--- src/rtl/core/spp_pkg.sv ---
package spp_pkg;

    localparam int DEF_MAX_BANDS = 64;

    localparam int CB_W    = 4;
    localparam int START_W = 6;
    localparam int BAND_W  = 7;
    localparam int INC_W   = 5;
    localparam int BCNT_W  = 3;
    localparam int ERR_W   = 2;

    localparam logic [INC_W-1:0]  ESC_SHORT   = 5'd7;
    localparam logic [INC_W-1:0]  ESC_LONG    = 5'd31;
    localparam logic [BCNT_W-1:0] NBITS_SHORT = 3'd3;
    localparam logic [BCNT_W-1:0] NBITS_LONG  = 3'd5;
    localparam logic [BCNT_W-1:0] CB_LAST_BIT = 3'd3;
    localparam logic [CB_W-1:0]   CB_MAX      = 4'd11;

    localparam logic ACT_START = 1'b0;
    localparam logic ACT_BIT   = 1'b1;

    localparam logic [ERR_W-1:0] ERR_NONE     = 2'd0;
    localparam logic [ERR_W-1:0] ERR_CODEBOOK = 2'd1;
    localparam logic [ERR_W-1:0] ERR_PAST_MAX = 2'd2;

    typedef enum logic [1:0] {
        PH_IDLE     = 2'd0,
        PH_CODEBOOK = 2'd1,
        PH_LENGTH   = 2'd2
    } t_phase;

    typedef struct packed {
        logic               action;
        logic               stream_bit;
        logic [START_W-1:0] max_bands;
        logic [BAND_W-1:0]  band_count;
        logic               short_transform;
    } t_in_item;

    typedef struct packed {
        logic               section_valid;
        logic [CB_W-1:0]    section_codebook;
        logic [START_W-1:0] section_start;
        logic [BAND_W-1:0]  section_end;
        logic               group_done;
        logic [BAND_W-1:0]  limit_sections;
        logic [ERR_W-1:0]   error_code;
    } t_result;

endpackage

--- src/rtl/core/spp_in_if.sv ---
interface spp_in_if
    import spp_pkg::*;
();
    logic               valid;
    logic               ready;
    logic               action;
    logic               stream_bit;
    logic [START_W-1:0] max_bands;
    logic [BAND_W-1:0]  band_count;
    logic               short_transform;

    modport source (
        output valid, action, stream_bit, max_bands, band_count, short_transform,
        input  ready
    );
    modport sink (
        input  valid, action, stream_bit, max_bands, band_count, short_transform,
        output ready
    );
endinterface

--- src/rtl/core/spp_out_if.sv ---
interface spp_out_if
    import spp_pkg::*;
();
    logic               valid;
    logic               ready;
    logic               section_valid;
    logic [CB_W-1:0]    section_codebook;
    logic [START_W-1:0] section_start;
    logic [BAND_W-1:0]  section_end;
    logic               group_done;
    logic [BAND_W-1:0]  limit_sections;
    logic [ERR_W-1:0]   error_code;

    modport source (
        output valid, section_valid, section_codebook, section_start, section_end,
               group_done, limit_sections, error_code,
        input  ready
    );
    modport sink (
        input  valid, section_valid, section_codebook, section_start, section_end,
               group_done, limit_sections, error_code,
        output ready
    );
endinterface

--- src/rtl/core/spp_in_stage.sv ---
module spp_in_stage
    import spp_pkg::*;
(
    input  logic     i_clk,
    input  logic     i_rst_n,
    input  logic     i_valid,
    output logic     o_ready,
    input  t_in_item i_item,
    input  logic     i_take,
    output logic     o_adv,
    output t_in_item o_item
);
    logic     r_valid;
    t_in_item r_item;

    assign o_adv   = r_valid && i_take;
    assign o_ready = !r_valid || o_adv;
    assign o_item  = r_item;

    always_ff @(posedge i_clk) begin
        if (!i_rst_n) begin
            r_valid <= 1'b0;
        end else if (o_ready) begin
            r_valid <= i_valid;
        end
    end

    always_ff @(posedge i_clk) begin
        if (o_ready && i_valid) begin
            r_item <= i_item;
        end
    end
endmodule

--- src/rtl/core/spp_parse_core.sv ---
module spp_parse_core
    import spp_pkg::*;
#(
    parameter int MAX_BANDS = DEF_MAX_BANDS
) (
    input  logic     i_clk,
    input  logic     i_rst_n,
    input  logic     i_adv,
    input  t_in_item i_item,
    output logic     o_res_fire,
    output t_result  o_res
);
    t_phase              r_phase, n_phase;
    logic [BCNT_W-1:0]   r_bit_count, n_bit_count;
    logic [CB_W-1:0]     r_cb_shift, n_cb_shift;
    logic [INC_W-1:0]    r_inc_shift, n_inc_shift;
    logic [BAND_W-1:0]   r_len_acc, n_len_acc;
    logic [BAND_W-1:0]   r_band_pos, n_band_pos;
    logic [BAND_W-1:0]   r_sec_count, n_sec_count;
    logic [BAND_W-1:0]   r_limit_count, n_limit_count;
    logic [START_W-1:0]  r_max_b, n_max_b;
    logic [BAND_W-1:0]   r_bands, n_bands;
    logic                r_short, n_short;

    logic [START_W-1:0]  max_clamp;
    logic [BAND_W-1:0]   bands_clamp;
    logic [BCNT_W-1:0]   nbits;
    logic [INC_W-1:0]    esc;
    logic [INC_W-1:0]    inc_new;
    logic [BCNT_W-1:0]   bc_new;
    logic [INC_W-1:0]    incr;
    logic                inc_done;
    logic                is_esc;
    logic [BAND_W:0]     acc_sum;
    logic [BAND_W-1:0]   acc_sat;
    logic [BAND_W:0]     len_sum;
    logic [BAND_W-1:0]   len_sat;
    logic [BAND_W:0]     end_sum;
    logic [BAND_W-1:0]   sec_new;
    logic [BAND_W-1:0]   limit_new;
    logic                hit_limit;
    logic                cb_bad;
    logic                past_max;
    logic                at_max;
    logic                start_empty;

    // Datapath terms
    always_comb begin
        max_clamp   = ({2'b00, i_item.max_bands} > 8'(MAX_BANDS)) ?
                      START_W'(MAX_BANDS) : i_item.max_bands;
        bands_clamp = ({1'b0, i_item.band_count} > 8'(MAX_BANDS)) ?
                      BAND_W'(MAX_BANDS) : i_item.band_count;
        start_empty = (max_clamp == '0);
        nbits       = r_short ? NBITS_SHORT : NBITS_LONG;
        esc         = r_short ? ESC_SHORT : ESC_LONG;
        inc_new     = {r_inc_shift[INC_W-2:0], i_item.stream_bit};
        bc_new      = r_bit_count + 1'b1;
        inc_done    = (bc_new >= nbits);
        incr        = inc_new & esc;
        is_esc      = (incr == esc);
        acc_sum     = {1'b0, r_len_acc} + {3'b000, esc};
        acc_sat     = acc_sum[BAND_W] ? '1 : acc_sum[BAND_W-1:0];
        len_sum     = {1'b0, r_len_acc} + {3'b000, incr};
        len_sat     = len_sum[BAND_W] ? '1 : len_sum[BAND_W-1:0];
        end_sum     = {1'b0, r_band_pos} + {1'b0, len_sat};
        cb_bad      = (r_cb_shift > CB_MAX);
        past_max    = (end_sum > {2'b00, r_max_b});
        at_max      = (end_sum == {2'b00, r_max_b});
        sec_new     = r_sec_count + 1'b1;
        hit_limit   = (r_band_pos < r_bands) && (end_sum[BAND_W-1:0] >= r_bands);
        limit_new   = hit_limit ? sec_new : r_limit_count;
    end

    // Next phase
    always_comb begin
        n_phase = r_phase;
        if (i_item.action == ACT_START) begin
            n_phase = start_empty ? PH_IDLE : PH_CODEBOOK;
        end else begin
            case (r_phase)
                PH_CODEBOOK: begin
                    if (r_bit_count == CB_LAST_BIT) begin
                        n_phase = PH_LENGTH;
                    end
                end
                PH_LENGTH: begin
                    if (inc_done && !is_esc) begin
                        n_phase = (cb_bad || past_max || at_max) ? PH_IDLE : PH_CODEBOOK;
                    end
                end
                default: n_phase = r_phase;
            endcase
        end
    end

    // Next datapath state
    always_comb begin
        n_bit_count   = r_bit_count;
        n_cb_shift    = r_cb_shift;
        n_inc_shift   = r_inc_shift;
        n_len_acc     = r_len_acc;
        n_band_pos    = r_band_pos;
        n_sec_count   = r_sec_count;
        n_limit_count = r_limit_count;
        n_max_b       = r_max_b;
        n_bands       = r_bands;
        n_short       = r_short;
        if (i_item.action == ACT_START) begin
            n_max_b       = max_clamp;
            n_bands       = bands_clamp;
            n_short       = i_item.short_transform;
            n_band_pos    = '0;
            n_sec_count   = '0;
            n_limit_count = '0;
            n_bit_count   = '0;
            n_cb_shift    = '0;
            n_inc_shift   = '0;
            n_len_acc     = BAND_W'(1);
        end else begin
            case (r_phase)
                PH_CODEBOOK: begin
                    n_cb_shift = {r_cb_shift[CB_W-2:0], i_item.stream_bit};
                    if (r_bit_count == CB_LAST_BIT) begin
                        n_bit_count = '0;
                        n_inc_shift = '0;
                        n_len_acc   = BAND_W'(1);
                    end else begin
                        n_bit_count = bc_new;
                    end
                end
                PH_LENGTH: begin
                    if (!inc_done) begin
                        n_inc_shift = inc_new;
                        n_bit_count = bc_new;
                    end else begin
                        n_inc_shift = '0;
                        n_bit_count = '0;
                        if (is_esc) begin
                            n_len_acc = acc_sat;
                        end else begin
                            n_len_acc = BAND_W'(1);
                            if (!cb_bad && !past_max) begin
                                n_sec_count   = sec_new;
                                n_limit_count = limit_new;
                                n_band_pos    = end_sum[BAND_W-1:0];
                                n_cb_shift    = '0;
                            end
                        end
                    end
                end
                default: n_bit_count = r_bit_count;
            endcase
        end
    end

    // Result
    always_comb begin
        o_res_fire = 1'b0;
        o_res      = '0;
        if (i_item.action == ACT_START) begin
            if (start_empty) begin
                o_res_fire       = 1'b1;
                o_res.group_done = 1'b1;
            end
        end else if (r_phase == PH_LENGTH && inc_done && !is_esc) begin
            o_res_fire = 1'b1;
            if (cb_bad) begin
                o_res.group_done = 1'b1;
                o_res.error_code = ERR_CODEBOOK;
            end else if (past_max) begin
                o_res.group_done = 1'b1;
                o_res.error_code = ERR_PAST_MAX;
            end else begin
                o_res.section_valid    = 1'b1;
                o_res.section_codebook = r_cb_shift;
                o_res.section_start    = r_band_pos[START_W-1:0];
                o_res.section_end      = end_sum[BAND_W-1:0];
                if (at_max) begin
                    o_res.group_done     = 1'b1;
                    o_res.limit_sections = (limit_new != '0) ? limit_new : sec_new;
                end
            end
        end
    end

    always_ff @(posedge i_clk) begin
        if (!i_rst_n) begin
            r_phase       <= PH_IDLE;
            r_bit_count   <= '0;
            r_cb_shift    <= '0;
            r_inc_shift   <= '0;
            r_len_acc     <= BAND_W'(1);
            r_band_pos    <= '0;
            r_sec_count   <= '0;
            r_limit_count <= '0;
            r_max_b       <= '0;
            r_bands       <= '0;
            r_short       <= 1'b0;
        end else if (i_adv) begin
            r_phase       <= n_phase;
            r_bit_count   <= n_bit_count;
            r_cb_shift    <= n_cb_shift;
            r_inc_shift   <= n_inc_shift;
            r_len_acc     <= n_len_acc;
            r_band_pos    <= n_band_pos;
            r_sec_count   <= n_sec_count;
            r_limit_count <= n_limit_count;
            r_max_b       <= n_max_b;
            r_bands       <= n_bands;
            r_short       <= n_short;
        end
    end
endmodule

--- src/rtl/core/spp_out_stage.sv ---
module spp_out_stage
    import spp_pkg::*;
(
    input  logic    i_clk,
    input  logic    i_rst_n,
    input  logic    i_adv,
    input  logic    i_fire,
    input  t_result i_res,
    output logic    o_take,
    output logic    o_valid,
    input  logic    i_ready,
    output t_result o_res
);
    logic    r_valid;
    t_result r_res;

    assign o_take  = !r_valid || i_ready;
    assign o_valid = r_valid;
    assign o_res   = r_res;

    always_ff @(posedge i_clk) begin
        if (!i_rst_n) begin
            r_valid <= 1'b0;
        end else if (i_adv) begin
            r_valid <= i_fire;
        end else if (i_ready) begin
            r_valid <= 1'b0;
        end
    end

    always_ff @(posedge i_clk) begin
        if (i_adv && i_fire) begin
            r_res <= i_res;
        end
    end
endmodule

--- src/rtl/core/spectral_section_parser.sv ---
// Channel  Dir  Payload                                              Transaction
// i_in     in   action, stream_bit, max_bands, band_count,           valid && ready
//               short_transform
// o_out    out  section_valid, section_codebook, section_start,      valid && ready
//               section_end, group_done, limit_sections, error_code
//
// One transaction per clock when the result sink is ready: an item waits in the
// input register, its parse step runs in the cycle it leaves, and the result is
// shown from the output register in the cycle after that.
// Reset (synchronous, active low) empties both registers and puts the parser idle.
// A stalled result holds the parse step; the input register still takes one
// more transaction, so the source keeps moving until both registers are full.
module spectral_section_parser
    import spp_pkg::*;
#(
    parameter int MAX_BANDS = DEF_MAX_BANDS
) (
    input  logic           i_clk,
    input  logic           i_rst_n,
    spp_in_if.sink         i_in,
    spp_out_if.source      o_out
);
    t_in_item in_item;
    t_in_item stage_item;
    t_result  core_res;
    t_result  out_res;
    logic     adv;
    logic     take;
    logic     res_fire;

    // Pack the input channel payload
    assign in_item.action          = i_in.action;
    assign in_item.stream_bit      = i_in.stream_bit;
    assign in_item.max_bands       = i_in.max_bands;
    assign in_item.band_count      = i_in.band_count;
    assign in_item.short_transform = i_in.short_transform;

    // Input register: advance whenever the output register can take a result
    spp_in_stage u_in_stage (
        .i_clk   (i_clk),
        .i_rst_n (i_rst_n),
        .i_valid (i_in.valid),
        .o_ready (i_in.ready),
        .i_item  (in_item),
        .i_take  (take),
        .o_adv   (adv),
        .o_item  (stage_item)
    );

    // Parse step: update group state, form at most one result per item
    spp_parse_core #(
        .MAX_BANDS (MAX_BANDS)
    ) u_core (
        .i_clk      (i_clk),
        .i_rst_n    (i_rst_n),
        .i_adv      (adv),
        .i_item     (stage_item),
        .o_res_fire (res_fire),
        .o_res      (core_res)
    );

    // Result register: hold until the sink takes it
    spp_out_stage u_out_stage (
        .i_clk   (i_clk),
        .i_rst_n (i_rst_n),
        .i_adv   (adv),
        .i_fire  (res_fire),
        .i_res   (core_res),
        .o_take  (take),
        .o_valid (o_out.valid),
        .i_ready (o_out.ready),
        .o_res   (out_res)
    );

    // Unpack the result payload
    assign o_out.section_valid    = out_res.section_valid;
    assign o_out.section_codebook = out_res.section_codebook;
    assign o_out.section_start    = out_res.section_start;
    assign o_out.section_end      = out_res.section_end;
    assign o_out.group_done       = out_res.group_done;
    assign o_out.limit_sections   = out_res.limit_sections;
    assign o_out.error_code       = out_res.error_code;
endmodule

--- src/flat_wrapper.sv ---
// flat-port wrapper written by rule: the top's interface ports become plain ports
module spectral_section_parser_flat import spp_pkg::*;
#(
    parameter int MAX_BANDS = DEF_MAX_BANDS
)
  (i_clk, i_rst_n, i_in_valid, i_in_action, i_in_stream_bit, i_in_max_bands, i_in_band_count, i_in_short_transform, i_in_ready, o_out_valid, o_out_section_valid, o_out_section_codebook, o_out_section_start, o_out_section_end, o_out_group_done, o_out_limit_sections, o_out_error_code, o_out_ready);
  spp_in_if i_in_i ();
  spp_out_if o_out_i ();
  input  logic i_clk;
  input  logic i_rst_n;
  input wire logic [$bits(i_in_i.valid)-1:0] i_in_valid;
  input wire logic [$bits(i_in_i.action)-1:0] i_in_action;
  input wire logic [$bits(i_in_i.stream_bit)-1:0] i_in_stream_bit;
  input wire logic [$bits(i_in_i.max_bands)-1:0] i_in_max_bands;
  input wire logic [$bits(i_in_i.band_count)-1:0] i_in_band_count;
  input wire logic [$bits(i_in_i.short_transform)-1:0] i_in_short_transform;
  output wire logic [$bits(i_in_i.ready)-1:0] i_in_ready;
  output wire logic [$bits(o_out_i.valid)-1:0] o_out_valid;
  output wire logic [$bits(o_out_i.section_valid)-1:0] o_out_section_valid;
  output wire logic [$bits(o_out_i.section_codebook)-1:0] o_out_section_codebook;
  output wire logic [$bits(o_out_i.section_start)-1:0] o_out_section_start;
  output wire logic [$bits(o_out_i.section_end)-1:0] o_out_section_end;
  output wire logic [$bits(o_out_i.group_done)-1:0] o_out_group_done;
  output wire logic [$bits(o_out_i.limit_sections)-1:0] o_out_limit_sections;
  output wire logic [$bits(o_out_i.error_code)-1:0] o_out_error_code;
  input wire logic [$bits(o_out_i.ready)-1:0] o_out_ready;
  assign i_in_i.valid = i_in_valid;
  assign i_in_i.action = i_in_action;
  assign i_in_i.stream_bit = i_in_stream_bit;
  assign i_in_i.max_bands = i_in_max_bands;
  assign i_in_i.band_count = i_in_band_count;
  assign i_in_i.short_transform = i_in_short_transform;
  assign i_in_ready = i_in_i.ready;
  assign o_out_valid = o_out_i.valid;
  assign o_out_section_valid = o_out_i.section_valid;
  assign o_out_section_codebook = o_out_i.section_codebook;
  assign o_out_section_start = o_out_i.section_start;
  assign o_out_section_end = o_out_i.section_end;
  assign o_out_group_done = o_out_i.group_done;
  assign o_out_limit_sections = o_out_i.limit_sections;
  assign o_out_error_code = o_out_i.error_code;
  assign o_out_i.ready = o_out_ready;
  spectral_section_parser #(.MAX_BANDS(MAX_BANDS)) u_core (.i_clk(i_clk), .i_rst_n(i_rst_n), .i_in(i_in_i), .o_out(o_out_i));
endmodule
--- config.mk ---
export PLATFORM = sky130hd
export DESIGN_NAME = spectral_section_parser_flat
export DESIGN_NICKNAME = d
export VERILOG_FILES = /design/src/rtl/core/spp_pkg.sv /design/src/rtl/core/spp_in_if.sv /design/src/rtl/core/spp_out_if.sv /design/src/rtl/core/spp_in_stage.sv /design/src/rtl/core/spp_parse_core.sv /design/src/rtl/core/spp_out_stage.sv /design/src/rtl/core/spectral_section_parser.sv /design/src/flat_wrapper.sv
export SDC_FILE = /design/constraint.sdc
export NUM_CORES = 1
export LEC_CHECK = 0
export BUFFER_PORTS_ARGS = -buffer_cell sky130_fd_sc_hd__buf_2
export CAP_MARGIN = 20
export CORE_MARGIN = 2
export CORE_UTILIZATION = 64
export DETAILED_ROUTE_END_ITERATION = 8
export PLACE_DENSITY = 0.85
export SLEW_MARGIN = 15
export SYNTH_ARGS = -nofsm -noshare
export SYNTH_HDL_FRONTEND = slang
export SYNTH_HIERARCHICAL = 1
export SYNTH_SLANG_ARGS = --single-unit
--- constraint.sdc ---
create_clock -name i_clk -period 8.6 [get_ports i_clk]
set_input_delay 1.72 -clock i_clk [delete_from_list [all_inputs] [get_ports i_clk]]
set_output_delay 1.72 -clock i_clk [all_outputs]
set_load 0.02 [all_outputs]
# Yosys cells after proc, flatten, opt, wreduce, memory -nomap -nowiden
# Cells that the tools add are included.
[op_classes]
muxes = 61
magnitude_cmp = 6
n_reduce_logical = 31
eq_ne = 15
bitwise_logic = 4
n_addsub = 5
[ops]
columns = ["cell", "n"]
rows = [
  ["2-to-1 mux 7 bit", 26],
  ["2-to-1 mux 4 bit", 7],
  ["2-to-1 mux 18 bit", 1],
  ["inequality test 3 bit, second input constant", 6],
  ["adder 7 x 5 -> 8 bit", 2],
  ["case mux 4 bit (2 select lines)", 2],
  ["case mux 7 bit (2 select lines)", 1],
  ["2-to-1 mux 3 bit", 4],
  ["2-to-1 mux 1 bit", 10],
  ["2-to-1 mux 10 bit", 1],
  ["2-to-1 mux 2 bit", 5],
  ["AND reduction 5 bit", 2],
  ["adder 7 x 7 -> 8 bit", 1],
  ["== test 8 x 6 -> 1 bit", 1],
  ["> comparator 8 x 6 -> 1 bit", 1],
  ["logical AND 1 bit", 8],
  ["2-to-1 mux 8 bit", 1],
  ["inequality test 2 bit, second input constant", 4],
  ["AND reduction 4 bit", 2],
  ["adder 7 x 1 -> 7 bit, second input constant", 1],
  [">= comparator 7 bit", 1],
  ["> comparator 7 bit, second input constant", 1],
  ["less-than comparator 7 bit", 1],
  ["nonzero test 7 bit", 1],
  ["other kinds (21)", 32],
]
[word_totals]
inputBits = 20
output_inout_bits = 30
word_cells = 148
register_bits = 101

# Depth between registers and ports, before layout
# Gate-level depths: netlist of run 1.
[logic_depth]
word_depth = 15
ltp_mapped = 22

# Hierarchy
# The synthesis of run 1 kept the hierarchy.
[by_module_without_submodules]
columns = ["mod", "cells_each", "seq_area_each_um2", "instances", "area_per_inst_um2"]
rows = [
  ["spp_parse_core", 517, 1101.1, 1, 3986.3],
  ["spp_out_stage", 33, 860.8, 1, 892.1],
  ["spp_in_stage", 22, 500.5, 1, 545.5],
]

# Worst setup path after synthesis of run 1
# OpenSTA, ideal clock, no wires.
[synth_timing]
path_type = "register -> register"
from = "register u_core.u_in_stage.r_item (netlist bit u_core/u_in_stage/o_item[14])"
to = "register u_core.u_core.r_sec_count[3]"
n_path_buf = 1
slack_ps = 4128
t_arrival_ps = 4347
required_time_ps = 8475
period_less_slack_ps = 4472
stages_incl_launch_ff = 23
setup_time_ps = 125
path_cell_list = "edfxtp_1 > ha_1 > a21o_1 > a21oi_1 > o21bai_1 > a21oi_1 > or2_2 > nand2_1 > ha_1 > a21o_1 > a21o_1 > a21o_1 > a21oi_1 > xnor2_1 > ha_1 > or3_1 > o21ai_1 > a21oi_2 > a2111oi_4 > a21oi_2 > buf_2 > nand3_1 > o31ai_1"
[synth_via]
elab_chain_len = 9
elab_cells_between_ends = 11
classes_between = "add/sub: 2; order compare: 1; eq/ne: 3; mux: 1; bitwise: 1; reduce/logical: 3"
[synth_lines]
columns = ["element", "line", "rtl"]
rows = [
  ["start, declared", "spp_in_stage.sv:14", "t_in_item r_item;"],
  ["start signal, assigned", "spp_in_stage.sv:30", "r_item <= i_item;"],
  ["bitwise AND 5 bit *", "spp_parse_core.sv:59", "incr = inc_new & esc;"],
  ["adder 7 x 5 -> 8 bit", "spp_parse_core.sv:63", "len_sum = {1'b0, r_len_acc} + {3'b000, incr};"],
  ["2-to-1 mux 7 bit", "spp_parse_core.sv:64", "len_sat = len_sum[BAND_W] ? '1 : len_sum[BAND_W-1:0];"],
  ["adder 7 x 7 -> 8 bit", "spp_parse_core.sv:65", "end_sum = {1'b0, r_band_pos} + {1'b0, len_sat};"],
  ["> comparator 8 x 6 -> 1 bit", "spp_parse_core.sv:67", "past_max = (end_sum > {2'b00, r_max_b});"],
  ["logical NOT 1 bit", "spp_parse_core.sv:142", "if (!cb_bad && !past_max) begin"],
  ["logical AND 1 bit", "spp_parse_core.sv:142", ""],
  ["inequality test 2 bit (no source line)", "--", ""],
  ["AND reduction 5 bit (no source line) *", "--", ""],
  ["end signal, assigned", "spp_parse_core.sv:206", "r_sec_count <= n_sec_count;"],
  ["end, declared", "spp_parse_core.sv:19", "logic [BAND_W-1:0] r_sec_count, n_sec_count;"],
]
# Every way passes the cells marked *; elsewhere a longest branch is shown, timed or not.
# A chain may end at the register's enable or synchronous reset.

# Final worst setup path of run 1
# Same ends and word-level chain as after synthesis.

==> out/qor.yml, run 1 <==
logic_synthesis:
  synth_top_family_by_area: "simple AND/OR/NAND/NOR gates"
  synth-xor-area-share_pct: 2.10
  synth_nets: 634
  synthDistinctLibCells: 58
  synthAdderAreaFrac_pct: 9.97
  synthMuxAreaShare_pct: 0.392
  yosys_most_used_dff: "dfxtp_1"
  synthSimpleGateAreaFrac_pct: 20.0
  synthCells: 572
  synth_edf_count: 44
  synth_compound_area_share_pct: 17.8
  avgSynthCellArea_um2: 9.48
  synthArstFlopShare_pct: 0
  ys_ff_latch: 101
  synth_seq_area_share_pct: 45.4
  netlist_area_um2: 5420
  synth_warnings: 6
pwr:
  power_frac_clock_pct: 33.4
  powerDensity_nw_per_um2: 153
  pwr-share-seq_pct: 57.4
  p_int_mw: 0.673
  leakage_nw: 2.37
  pwr-share-comb_pct: 9.2
  switching_share_pct: 25.4
  peakVddDrop_mv: 0.144
  p_sw_mw: 0.229
  total_power_mw: 0.901
timing:
  layout_min_cycle_time_ns: 5.38
  drv_slew: 0
  setup_viol: 0
  rsz0062_at_grt: "no"
  fmax_mhz: 186
  fin_crit_sh_pct: 62.6
  maxSlewHeadroom_pct: 31.4
  fin_setup_tns_ns: 0
  finalHoldViolCount: 0
  fin_skew_ns: 0.0232
  worst_slew_pin_slew_ns: 1.02
cts:
  cts_root_buffer: "clkbuf_8"
  clock-sinks: 101
  clock_latency_ns: 0.37
  clock_path_buffers: 2
  clk_pin_slew_ns: 0.10
  cts_max_level: 3
  ctsResizeCount: 0
  cts-hold-fix-buffers: 0
  post_cts_buffers: 0
  cts_tree: "built"
  cts_buffers: 9
detailed_routing:
  wl_per_cell_um: 17.2
  wl_mm: 12.4
  avgViaCountPerCell: 6.13
  drc: 0
  vias: 4406
  drt_pass1_iterations: 5
  dr.first_iter.drc_count: 218
  postRouteAntennaNets: 0
critical_path:
  reg2regPathDepth: 18
  crit_path_max_incr_delay_ns: 0.71
  cp_slowest_cell: "a2111oi_4"
  cp_max_fo: 24
  crit_chain: "ha_1, a21o_1, a21oi_1, o21bai_1, a21oi_1, or2_2, o21ai_0, ha_1, nor2b_1, o31a_1, a21oi_1, ha_1, or3_1, o21ai_1, a21oi_2, a2111oi_4, a21oi_2, o31ai_1"
  crit_type: "reg2reg"
  startpoint_type: "flop"
  worstPathArrival_ns: 5.65
  end_kind: "flop"
  required_ns: 8.87
finish:
  nFillCells: 626
  final_cell_mix: "dfxtp_1, buf_2, nand2_1, nand3_1, edfxtp_1"
  diodes: 0
  nNetsFinal: 671
  layout_commonest_cell: "dfxtp_1"
  area_delta_synth_final_pct: 8.72
  drive_above_1_share_pct: 12.4
floorplan:
  die_y_um: 96.1
  dieArea_um2: 9230
  core_area_um2: 8220
  fp-row-count: 33
  io_pins: 50
  die_w_um: 96.1
  start_util_pct: 66.0
global_routing:
  grt_pass1_vias: 4168
  grt_max_degree: 81
  overflow: 0
  antenna_found_initial: 0
  grt_use_total_pct: 28.2
  grt_pass1_wl_mm: 19.9
hold_path:
  hp-class: "reg2reg"
  hold_path_depth: 2
placed_design:
  routabilityCongestion: 0.988
  port_buffers: 49
  hpwlAfterDp_mm: 8.95
outcome:
  status: "complete, no violations"
flow_run:
  cap_viol_max_count: 0
==> state kept, by name, summed over array words and instances, names as in the netlist <==
signal / count
u_core/u_out_stage/o_valid: 1
u_core/u_in_stage/o_item: 16
u_core/u_core/r_bands: 7
u_core/u_core/r_short: 1
u_core/u_core/r_max_b: 6
u_core/u_core/r_sec_count: 7
u_core/u_core/r_cb_shift: 4
u_core/u_core/r_bit_count: 3
u_core/u_core/r_limit_count: 7
u_core/u_out_stage/o_res: 28
u_core/u_core/r_band_pos: 7
u_core/u_core/r_phase: 2
u_core/u_core/r_len_acc: 7
u_core/u_core/r_inc_shift: 4
u_core/u_in_stage/r_valid: 1
==> worst max-delay path: cells and delay by family (launching register included) <==
family | cells | cell delay, ns
flops | 1 | 0.47
simple gates | 3 | 0.69
fa+ha+maj | 3 | 0.91
compound gates | 12 | 3.21
==> kinds of logic after synthesis <==
kind of cell               Yosys count
AOI/OAI and AO/OA                  149
xor gates and xnor gates            13
DFF                                101
other                                1
and+or+nand+nor                    206
adders and majority gates           42
buffers and inverters               58
muxes                                2
==> power groups by stage <==
stage          Combinational (mW)  Clock, mW  Sequential, mW
6_report                   0.0829      0.301           0.518
5_1_grt                    0.0903      0.326           0.519
4_1_cts                    0.0815      0.304           0.518
3_5_place_dp               0.0810          0           0.529
3_3_place_gp               0.0784          0           0.528
2_1_floorplan              0.0609          0           0.524
==> per-stage QoR <==
stage | utilization (%) | std cells | setup WS (ns) | cell area, um2 | hold slack (ns)
after global placement | 69.4 | 703 | 3.60 | 5700 | 0.457
after detailed placement | 69.4 | 703 | 3.39 | 5700 | 0.470
after global routing | 71.8 | 719 | 2.99 | 5900 | 0.518
after floorplan | - | 572 | 4.13 | 5420 | 0.444
after CTS | 71.8 | 719 | 3.34 | 5900 | 0.485
final | 71.8 | 719 | 3.22 | 5900 | 0.492
==> cell type report <==
cell class              count  area (um2)  share of cell area [%]
clock buffers              11         131                    2.23
clock inverters             5        61.3                    1.04
inverters                  34         128                    2.16
multi-input cells         413        2730                    46.3
flip-flops and latches    101        2460                    41.8
well taps                 105         131                    2.23
repair buffers             50         253                    4.29
==> Yosys cell counts (13+ instances only) <==
library cell	count	area (um2)
nor2_1	24	90.1
nand2_1	45	169
a22oi_1	13	97.6
ha_1	40	500
o21ai_0	33	165
nand3_1	45	225
dfxtp_1	57	1140
edfxtp_1	44	1320
nor2b_1	24	150
and2_1	18	113
clkbuf_1	18	67.6
a21oi_1	37	185
inv_1	34	128
==> layer usage <==
layer	wire (um)	share of wire [%]	up-vias	global-route usage (%)
met5	0	0	-	0
met3	815	6.6	14	5.09
met2	6010	49	177	47.4
met1	5340	43	2083	36.4
met4	225	1.8	0	9.88
li1	-	-	2132	-
==> final timing paths <==
check | start | endpoint | slack (ns)
setup / recovery | u_core/u_in_stage/o_item[14] | u_core/u_core/r_sec_count[3] | 3.22
hold / removal | u_core/u_core/r_max_b[4] | u_core/u_core/r_max_b[4] | 0.49
setup reg to reg | u_core/u_in_stage/o_item[14] | u_core/u_core/r_sec_count[3] | 3.22
hold reg to reg | u_core/u_core/r_max_b[4] | u_core/u_core/r_max_b[4] | 0.49
No activity file was read; power rests on OpenSTA's default activity.
==> run 2: changes to the inputs <==
CORE_UTILIZATION = 54   (was 64)
PLACE_DENSITY = 0.76   (was 0.85)
clock period = 4.4 ns   (was 8.6 ns; I/O delays follow)
==> run 2 against run 1 <==
  * The run now ends with setup timing left
  * Combinational power is 130% higher
  * Fmax is 21% higher
  * Clock power is 110% higher
  * Critical endpoint is now u_core/u_core/r_sec_count[4]
  * Global-route usage is 5.8 points lower
==> out/qor.yml, run 2 (synthesized netlist as in run 1, its figures left out) <==
critical_path:
  crit_type: "reg2reg"
  startpoint_type: "flop"
  end_kind: "flop"
  worstPathArrival_ns: 4.70
  cp_max_fo: 12
  required_ns: 4.66
outcome:
  violations: "setup timing"
  status: "finished with violations"
cts:
  cts_root_buffer: "clkbuf_8"
  cts_tree: "built"
  clk_pin_slew_ns: 0.09
  cts_buffers: 9
  cts_max_level: 3
  clock_path_buffers: 2
  clock-sinks: 101
  clock_latency_ns: 0.37
timing:
  fin_ws_ns: -0.0401
  drv_slew: 0
  fin_crit_sh_pct: 101
  fin_skew_ns: 0.00753
  setup_viol: 6
  fmax_mhz: 225
  finalHoldViolCount: 0
  fin_setup_tns_ns: -0.102
  timing.hold.ws_ns: 0.466
  worst_slew_pin_slew_ns: 0.985
  maxSlewHeadroom_pct: 33.8
  rsz0062_at_grt: "yes"
  layout_min_cycle_time_ns: 4.44
floorplan:
  die_w_um: 104
  dieArea_um2: 10900
  die_y_um: 104
  core_area_um2: 9770
  start_util_pct: 55.5
  fp-row-count: 36
  io_pins: 50
pwr:
  switching_share_pct: 24.7
  peakVddDrop_mv: 0.180
  p_sw_mw: 0.452
  powerDensity_nw_per_um2: 288
  pwr-share-comb_pct: 10.3
  power_frac_clock_pct: 34.4
  p_int_mw: 1.38
  leakage_nw: 2.55
  pwr-share-seq_pct: 55.3
  total_power_mw: 1.83
finish:
  diodes: 0
  nFillCells: 761
  layout_commonest_cell: "dfxtp_1"
  final_cell_mix: "dfxtp_1, buf_2, nand3_1"
  drive_above_1_share_pct: 21.5
  layout.cells.non_filler: 776
  multi_input_area_um2: 2900
  largest_reg_flops: 28
  area_delta_synth_final_pct: 17.0
  seq_area_um2: 2470
  nNetsFinal: 700
detailed_routing:
  drc: 0
  wl_per_cell_um: 15.9
  postRouteAntennaNets: 0
  dr.first_iter.drc_count: 272
  avgViaCountPerCell: 5.83
  wl_mm: 12.4
  vias: 4526
  drt_pass1_iterations: 6
placed_design:
  post-place-cells: 751
  routabilityCongestion: 0.933
  port_buffers: 49
  pre_cts_ws_ns: -0.144
  hpwlAfterDp_mm: 8.60
global_routing:
  overflow: 0
  antenna_found_initial: 0
  grt_pass1_vias: 4232
  grt_pass1_wl_mm: 19.6
  grt_max_degree: 56
  grt_use_total_pct: 22.4
flow_run:
  cap_viol_max_count: 0
hold_path:
  hp-class: "reg2reg"
-- run 2: changes by cell type in the layout (fill, tap and decap cells not counted), sizes merged --
cell      previous run  this run
buf                 50        78
clkinvlp             3         0
clkinv               0         2
a21oi               39        40
clkbuf              11        12
-- run 2: layout make-up --
class | instances | area share [%]
multi-input combinational | 414 | 45.7
sequential | 101 | 38.9
timing repair buffer | 78 | 7.36
tap | 133 | 2.62
clock buffer | 12 | 2.60
inverter | 34 | 2.01
clock inverter | 4 | 0.828
-- run 2: power by group through the flow --
stage | sequential, mW | clock (mW) | combinational [mW]
2_1_floorplan | 1.02 | 0 | 0.119
3_3_place_gp | 1.03 | 0 | 0.158
3_5_place_dp | 1.03 | 0 | 0.164
4_1_cts | 1.01 | 0.642 | 0.172
5_1_grt | 1.01 | 0.675 | 0.206
6_report | 1.01 | 0.628 | 0.188
-- run 2: path summary, 6_finish.rpt --
kind | startpoint | to | slack (ns) | cells past startpoint
setup / recovery | u_core/u_core/r_len_acc[1] | u_core/u_core/r_sec_count[4] | -0.04 | 22
setup reg to reg | u_core/u_core/r_len_acc[1] | u_core/u_core/r_sec_count[4] | -0.04 | 22
hold / removal | u_core/u_core/r_cb_shift[3] | u_core/u_core/r_cb_shift[3] | 0.47 | 2
hold reg to reg | u_core/u_core/r_cb_shift[3] | u_core/u_core/r_cb_shift[3] | 0.47 | 2
-- run 2: stage by stage --
| stage | cell area, um2 | util [%] |
|---|---|---|
| 6_report | 6340 | 64.9 |
| 4_1_cts | 6170 | 63.2 |
| 3_5_place_dp | 5890 | 60.3 |
| 2_1_floorplan | 5430 | - |
| 3_3_place_gp | 5890 | 60.3 |
| 5_1_grt | 6340 | 64.9 |
-- run 2: metal layers --
metal | vias to the layer above | routed length (um) | GRT usage (%)
li1 | 2192 | - | -
met1 | 2130 | 5550 | 30.4
met2 | 177 | 5780 | 35.7
met3 | 27 | 812 | 3.95
met4 | 0 | 235 | 8.69
met5 | - | 0 | 0
-- run 2: worst max-delay path, cell delays in order, from the launching register on --
cell	delay, ns
dfxtp_2	0.33
ha_1	0.28
a21o_1	0.12
a21oi_2	0.06
o21bai_1	0.15
a21oi_2	0.08
or2_4	0.28
nand2b_1	0.08
ha_2	0.18
inv_2	0.04
fa_2	0.39
nor2b_4	0.13
o31a_1	0.18
a21oi_2	0.05
ha_1	0.31
or3_1	0.40
o21ai_1	0.13
a21oi_2	0.09
a2111oi_4	0.40
buf_4	0.22
a21oi_4	0.12
nand3_1	0.19
o31ai_2	0.09
-- run 2: what timing repair did --
item | CTS | global route
cloned | 1 | 1
resized for setup | 18 | 35
hold buffers | 0 | 0
pin swaps | 22 | 36
endpoints found under the setup margin | 24 | 49
buffers inserted | 3 | 4
